--- src/sv/dpes_pkg.sv ---
// shared types, constants and table builder for the damped pendulum stepper
// no dependencies; imported by every module of the block
package dpes_pkg;

  // block parameters
  localparam int unsigned SUBSTEPS        = 1000;
  localparam int unsigned SINE_TABLE_BITS = 10;

  // fixed-point widths
  localparam int unsigned StateW = 48;
  localparam int unsigned CfgW   = 32;
  localparam int unsigned SineW  = 31;
  localparam int unsigned ProdW  = StateW + CfgW;
  localparam int unsigned HalfW  = StateW / 2;

  // sine table geometry
  localparam int unsigned SineN   = 1 << SINE_TABLE_BITS;
  localparam int unsigned SineAw  = SINE_TABLE_BITS + 1;
  localparam int unsigned PhaseW  = SINE_TABLE_BITS + 2;
  localparam int unsigned PhLow   = 31 - SINE_TABLE_BITS;
  localparam logic [32:0] PhRound = 33'(1) << (30 - SINE_TABLE_BITS);

  // substep counter
  localparam int unsigned CntW = (SUBSTEPS > 1) ? $clog2(SUBSTEPS) : 1;

  // step size dt in unsigned Q0.48
  localparam logic [CfgW-1:0] DtQ48 = 32'd3753000;
  localparam logic [63:0] HalfPiQ62 = 64'h6487_ED51_10B4_611A;

  // register reset values
  localparam logic [CfgW-1:0] DampingRst = 32'd0;
  localparam logic [CfgW-1:0] GOverLRst  = 32'd642646;

  // saturation limits
  localparam logic [StateW-1:0] Max48 = {1'b0, {(StateW-1){1'b1}}};
  localparam logic [StateW-1:0] Min48 = {1'b1, {(StateW-1){1'b0}}};

  // stream item kinds
  localparam logic KindLoad    = 1'b0;
  localparam logic KindAdvance = 1'b1;

  // configuration register indexes
  localparam logic CfgDamping = 1'b0;
  localparam logic CfgGOverL  = 1'b1;

  typedef enum logic [1:0] {
    SH_DRAG,
    SH_GRAV,
    SH_DT
  } shift_e;

  // control of the shared multiplier
  typedef struct packed {
    logic   load;
    logic   acc;
    logic   fin;
    shift_e shift;
  } mul_ctl_t;

  typedef enum logic [3:0] {
    ST_IDLE,
    ST_DRAG_LO,
    ST_DRAG_HI,
    ST_DRAG_FIN,
    ST_GRAV_LO,
    ST_GRAV_HI,
    ST_GRAV_FIN,
    ST_DA_LO,
    ST_DA_HI,
    ST_DA_FIN,
    ST_DV_LO,
    ST_DV_HI,
    ST_DV_FIN,
    ST_UPD,
    ST_DONE
  } state_e;

  typedef logic [SineW-1:0] sine_rom_t [SineN+1];

  // (a*b) >> s, low 64 bits
  function automatic logic [63:0] umul_sh(logic [63:0] a, logic [63:0] b, int unsigned s);
    logic [127:0] p;
    p = a * b;
    return p[s +: 64];
  endfunction

  // divide a taylor term by (n+1)(n+2)
  function automatic logic [63:0] taylor_div(logic [63:0] t, int unsigned n);
    logic [63:0] r;
    case (n)
      1:       r = t / 64'd6;
      3:       r = t / 64'd20;
      5:       r = t / 64'd42;
      7:       r = t / 64'd72;
      9:       r = t / 64'd110;
      11:      r = t / 64'd156;
      13:      r = t / 64'd210;
      15:      r = t / 64'd272;
      17:      r = t / 64'd342;
      19:      r = t / 64'd420;
      21:      r = t / 64'd506;
      23:      r = t / 64'd600;
      25:      r = t / 64'd702;
      default: r = t;
    endcase
    return r;
  endfunction

  // quarter-wave sine table, unsigned Q1.30 magnitudes
  function automatic sine_rom_t build_sine_rom();
    sine_rom_t   tbl;
    logic [63:0] x;
    logic [63:0] x2;
    logic [63:0] term;
    logic [63:0] sum;
    logic [63:0] e;
    logic        sub;
    for (int unsigned k = 0; k <= SineN; k++) begin
      x    = umul_sh(HalfPiQ62, 64'(k), SINE_TABLE_BITS);
      x2   = umul_sh(x, x, 62);
      term = x;
      sum  = x;
      sub  = 1'b1;
      for (int unsigned n = 1; n <= 25; n += 2) begin
        term = taylor_div(umul_sh(term, x2, 62), n);
        sum  = sub ? sum - term : sum + term;
        sub  = !sub;
      end
      e = (sum + 64'h8000_0000) >> 32;
      if (e > 64'h4000_0000) e = 64'h4000_0000;
      tbl[k] = e[SineW-1:0];
    end
    return tbl;
  endfunction

  // saturating signed add
  function automatic logic [StateW-1:0] sat_add(logic [StateW-1:0] a, logic [StateW-1:0] b);
    logic [StateW:0] s;
    s = {a[StateW-1], a} + {b[StateW-1], b};
    if (s[StateW] != s[StateW-1]) return s[StateW] ? Min48 : Max48;
    return s[StateW-1:0];
  endfunction

  // saturating signed subtract
  function automatic logic [StateW-1:0] sat_sub(logic [StateW-1:0] a, logic [StateW-1:0] b);
    logic [StateW:0] s;
    s = {a[StateW-1], a} - {b[StateW-1], b};
    if (s[StateW] != s[StateW-1]) return s[StateW] ? Min48 : Max48;
    return s[StateW-1:0];
  endfunction

endpackage

--- src/sv/dpes_mul.sv ---
// shared sign-magnitude multiplier: 48x32 in two 24x32 halves, then shift and saturate
// depends on dpes_pkg for widths and the control struct
module dpes_mul
  import dpes_pkg::*;
(
  input  logic              clk_i,
  input  mul_ctl_t          ctl_i,
  input  logic [StateW-1:0] mag_i,
  input  logic              neg_i,
  input  logic [CfgW-1:0]   b_i,
  output logic [StateW-1:0] res_o
);

  logic [StateW-1:0]      mag_q;
  logic                   neg_q;
  logic [CfgW-1:0]        b_q;
  logic [HalfW+CfgW-1:0]  plo_q;
  logic [HalfW+CfgW-1:0]  phi;
  logic [ProdW-1:0]       prod_q;
  logic [StateW-1:0]      res_q;
  logic [ProdW-1:0]       sh;
  logic [StateW-1:0]      limit;
  logic [StateW-1:0]      clip;

  // upper half partial product at full width
  assign phi = mag_q[StateW-1:HalfW] * b_q;

  // shift and clamp to the limit for the sign
  always_comb begin
    case (ctl_i.shift)
      SH_DRAG: sh = prod_q >> 24;
      SH_GRAV: sh = prod_q >> 14;
      default: sh = prod_q >> 48;
    endcase
    limit = neg_q ? Min48 : Max48;
    clip  = (sh > {{(ProdW-StateW){1'b0}}, limit}) ? limit : sh[StateW-1:0];
  end

  // low half, high half with accumulate, final
  always_ff @(posedge clk_i) begin
    if (ctl_i.load) begin
      mag_q <= mag_i;
      neg_q <= neg_i;
      b_q   <= b_i;
      plo_q <= mag_i[HalfW-1:0] * b_i;
    end
    if (ctl_i.acc) begin
      prod_q <= {{(ProdW-HalfW-CfgW){1'b0}}, plo_q}
              + ({{(ProdW-HalfW-CfgW){1'b0}}, phi} << HalfW);
    end
    if (ctl_i.fin) begin
      res_q <= neg_q ? -clip : clip;
    end
  end

  assign res_o = res_q;

endmodule

--- config.mk ---
export PLATFORM = sky130hd
export DESIGN_NAME = dpes_mul
export DESIGN_NICKNAME = d
export VERILOG_FILES = /design/src/sv/dpes_pkg.sv /design/src/sv/dpes_mul.sv
export SDC_FILE = /design/constraint.sdc
export NUM_CORES = 2
export LEC_CHECK = 0
export BUFFER_PORTS_ARGS = -buffer_cell sky130_fd_sc_hd__clkbuf_2
export CORE_AREA = 8 8 365 367
export CTS_BUF_LIST = sky130_fd_sc_hd__clkbuf_16
export DETAILED_ROUTE_END_ITERATION = 16
export DIE_AREA = 0 0 373 375
export PLACE_DENSITY = 0.7
export SYNTH_ARGS = -nofsm -noshare
export SYNTH_HDL_FRONTEND = slang
export SYNTH_SLANG_ARGS = --single-unit
export TNS_END_PERCENT = 30
--- constraint.sdc ---
create_clock -name clk_i -period 10.8 [get_ports clk_i]
set_clock_uncertainty 0.15 [all_clocks]
set_input_delay 1.08 -clock clk_i [delete_from_list [all_inputs] [get_ports clk_i]]
set_output_delay 1.08 -clock clk_i [all_outputs]
set_load 0.02 [all_outputs]
Word-level counts from Yosys, hierarchy flattened
Index checks and enable logic that the tools add are counted.
{ "word_totals": {"register_bits": 265, "latch_bits": 0, "mem_bits_rw": 0, "mem_bits_ro": 0, "in_bits": 87, "word_cells": 17, "n_memories": 0} }
{ "op_classes": {"addsub": 2, "n_mul": 2, "n_div": 0, "n_lt_le_gt_ge": 1, "n_eq_ne": 1, "n_shift": 0, "mux": 4, "n_bitwise": 0, "n_reduce_logical": 1} }
{ "ops": {"columns": ["operator", "n"], "rows": [
  ["48-bit two-way mux", 3],
  ["66-bit one-hot mux with 2 select lines", 1],
  ["24-bit by 32-bit multiplier with 56-bit output", 2],
  ["56-bit by 80-bit adder with 80-bit output", 1],
  ["66-bit by 48-bit greater-than comparator with 1-bit output", 1],
  ["48-bit negator", 1],
  ["2-bit by 1-bit equality test with 1-bit output (second input constant)", 1],
  ["2-bit logical NOT", 1]
]} }

Logic depth before layout (Yosys ltp)
{ "logic_depth": {"ltp_word": 6, "mapped_depth": 37, "depth_no_buf": 35} }

Least setup slack after synthesis
Ideal clock, no wire load.
{ "synth_path": {"kind": "register to register", "startpoint": "register b_q[13]", "endpoint": "register prod_q[79], data pin", "setup_time_ns": 0.266, "arrival_time_ns": 8.484, "slack_ns": 1.900, "stages_incl_launch_ff": 37, "n_path_buf": 3, "cell_sequence": "edfxtp_1 -> clkbuf_1 -> nand2_1 -> fa_1 -> inv_1 -> fa_1 -> inv_1 -> fa_1 -> fa_1 -> fa_1 -> inv_1 -> fa_1 -> inv_1 -> fa_1 -> inv_1 -> ha_1 -> o21a_1 -> nor2_1 -> or4_1 -> a21oi_1 -> nor2_1 -> o21bai_1 -> xor2_1 -> ha_1 -> clkbuf_1 -> and3_1 -> nand2_1 -> nor2_1 -> nor2_1 -> o21ai_0 -> a22o_1 -> a311o_1 -> nand3_1 -> or4_4 -> buf_6 -> nor4_4 -> xor2_1"} }
{ "synth_between": {"elab_chain_cells": 2} }
{ "synth_lines": {"columns": ["element", "line_no", "source"], "rows": [
  ["start, declared", "dpes_mul.sv:16", "logic [CfgW-1:0] b_q;"],
  ["start signal, assigned", "dpes_mul.sv:44", "b_q <= b_i;"],
  ["24-bit by 32-bit multiplier with 56-bit output", "dpes_mul.sv:26", "assign phi = mag_q[StateW-1:HalfW] * b_q;"],
  ["56-bit by 80-bit adder with 80-bit output", "dpes_mul.sv:49", "+ ({{(ProdW-HalfW-CfgW){1'b0}}, phi} << HalfW);"],
  ["end signal, assigned", "dpes_mul.sv:48", "prod_q <= {{(ProdW-HalfW-CfgW){1'b0}}, plo_q}"],
  ["end, declared", "dpes_mul.sv:19", "logic [ProdW-1:0] prod_q;"]
]} }
Every way passes these cells.
A chain may end at the register's enable or synchronous reset.

Final worst setup path
{ "layout_path": {"startpoint": "register mag_q[32]", "endpoint": "register prod_q[79], data pin"} }
{ "layout_between": {"elab_chain_cells": 2} }
{ "layout_lines": {"columns": ["element", "line_no", "source"], "rows": [
  ["start, declared", "dpes_mul.sv:14", "logic [StateW-1:0] mag_q;"],
  ["start signal, assigned", "dpes_mul.sv:42", "mag_q <= mag_i;"],
  ["24-bit by 32-bit multiplier with 56-bit output", "dpes_mul.sv:26", null],
  ["56-bit by 80-bit adder with 80-bit output", "dpes_mul.sv:49", null]
]} }
Every way passes these cells.

==> out/results.txt <==
Tot GR Track Use: 0.241
Least-Margin Pin Slew: 1.21 ns
worst reg2reg path endpoint: prod_q[79]
largest net degree at the start of global routing: 67
Final Critical Period: 10.03 ns
core area: 0.127 mm2
Net count, final: 8326
post-route cell area: 0.0633 mm2
first-pass GRT wire length: 270000 um
Worst Setup SP: mag_q[32]
M2 GR Usage: 0.415
Synth top area share: 0.434
max_cap viols: 0
GRT met1 Usage: 0.313
synth top area cells: fa_1 (43%), edfxtp_1 (11%), ha_1 (9.1%)
Clock Latency Late Sink: 0.60 ns
Avg WL per Cell: 20.7 um
CP max stage cell: edfxtp_1
CP endpoint: prod_q[79]
clock-pin slew on the worst setup and hold paths: 0.07 ns
CTS tree: built
H-tree depth: 1
drt first pass iters: 6
sequential fraction of the synthesis area: 0.105
library cells used by synthesis: 85
max frequency: 99.7 MHz
Synthesized Nets: 8456
Post-CTS Resized: 0
vias: 45100
Max Buffers Root-to-Sink: 3
crit start category: flop
initial antenna violation count: 2
row cnt: 131
CP most frequent cell: fa_1
Vias/cell: 5.52
dominant synthesized flop cell: edfxtp_1
CP Data Required Time: 10.98 ns
Setup violations, final: 0
placed cell areas: 0.0625 mm2
Die ar.: 0.140 mm2
max incr delay on CP: 1.15 ns
Overflow after GRT: 0
Synth area leader: fa_1
RSZ-0062 raised after global routing: false
Fin. Hold Viols: 0
Final Max Tran Viols: 0
Ports: 135
synthesized area per cell: 9.18 um2
Worst Hold Class: flop to flop
Cell Area, Synth: 0.0607 mm2
total negative slack: 0 ns
Yosys reg bits: 213
Post-synth top cells: inv_1 (1416), fa_1 (1316), nand2_1 (1042)
drt drc: 0
die width: 373 um
Worst setup EP type: flop
Initial DRC Count: 3262
clock root cell: clkbuf_16
worst relative slew slack: 0.194
Cells after Synth: 6612
final period utilization: 0.929
IO Port Bufs: 134
Worst Hold Depth: 0
RePlAce Congestion: 0.941
GRT met3 Usage: 0.0291
Reg2Reg Setup Slack: 0.77 ns
Post-synth EDFFs: 213
Synth async-reset ratio: 0
Crit path arrival time: 10.21 ns
WL final: 169000 um
critical path type: flop to flop
post-route ant nets: 0
fraction of layout cells with a size suffix above 1: 0.0397
post-DP HPWL: 133000 um
vias in the first global route: 49100
CTS buffer count: 24
setup repair bufs after CTS: 0
Crit Path Max Fanout: 32
Layout area overhead: 4.37%
outcome: finished clean
initial core utilization: 0.478
GRT busiest layer: met2
CTS sink cnt: 213
Reg2Reg Launch Point: mag_q[32]
hold_buf cts: 0
Worst Reg-to-Reg Cells: 32
Die Y: 375 um
cell with the most instances after synthesis: inv_1
yosys warns: 0
[sequential cells by signal (all words and copies together) (netlist names)]
| register | flops |
|---|---|
| prod_q | 66 |
| res_o | 48 |
| plo_q | 42 |
| b_q | 32 |
| mag_q | 24 |
| neg_q | 1 |
[logic make-up after synthesis]
logic type,Yosys count,share of synthesized area
fa+ha+maj,1757,0.525
simple gates,2088,0.167
buf+inv,1755,0.109
xor+xnor,140,0.0203
compound gates,596,0.0626
mux,63,0.0104
flops,213,0.105
[through the flow]
step	worst slack, ns	cells	hold WS (ns)	utilization
finish	0.772	8163	0.284	0.498
global route	0.293	8159	0.290	0.498
CTS	0.850	8159	0.279	0.498
detailed placement	0.876	8118	0.271	0.492
global placement	1.11	8118	0.269	0.492
floorplan	1.90	6612	0.250	-
[how the worst min path moves through the flow]
stage	to	start
finish	prod_q[21]	plo_q[21]
global route	prod_q[21]	plo_q[21]
CTS	prod_q[21]	plo_q[21]
detailed placement	prod_q[21]	plo_q[21]
global placement	prod_q[21]	plo_q[21]
floorplan	prod_q[14]	plo_q[14]
[layer usage]
metal,up-vias,share of wire,routed length (um)
met3,409,0.071,12000
met2,1861,0.49,82600
li1,19700,-,-
met1,23100,0.40,67000
met4,0,0.042,7130
met5,-,0,0
[worst max-delay path, delay by kind of cell (launching register included)]
kind,cells,cell delay [ns]
adders and majority gates,9,4.11
and+or+nand+nor,9,2.47
AOI/OAI and AO/OA,9,1.56
DFF,1,1.15
buffers and inverters,4,0.21
xor gates and xnor gates,1,0.09
[final cells by class]
type,count,area (um2)
Antenna cell,4,10.0
Sequential cell,213,6400
Inverter,1417,5320
Multi-Input combinational cell,4644,47600
Tap cell,1662,2080
Clock buffer,24,601
Timing Repair Buffer,182,1030
Fill cell,11700,63700
Clock inverter,17,236
[cells in the final DEF, fill, tap and decap left out, types with 62 or more instances in the layout]
cell type,netlist,routed
inv_1,1416,1417
and2_1,637,637
xnor2_1,96,96
ha_1,441,441
a21o_1,88,88
nor2_1,135,135
nand2_1,1042,1042
a21oi_1,177,177
mux2i_1,62,62
o21ai_0,120,120
edfxtp_1,213,213
fa_1,1316,1316
clkbuf_2,0,133
Power is left out: the tool's default activity adds up to more than one toggle a clock period on the data nets, which glitch-free logic cannot reach.
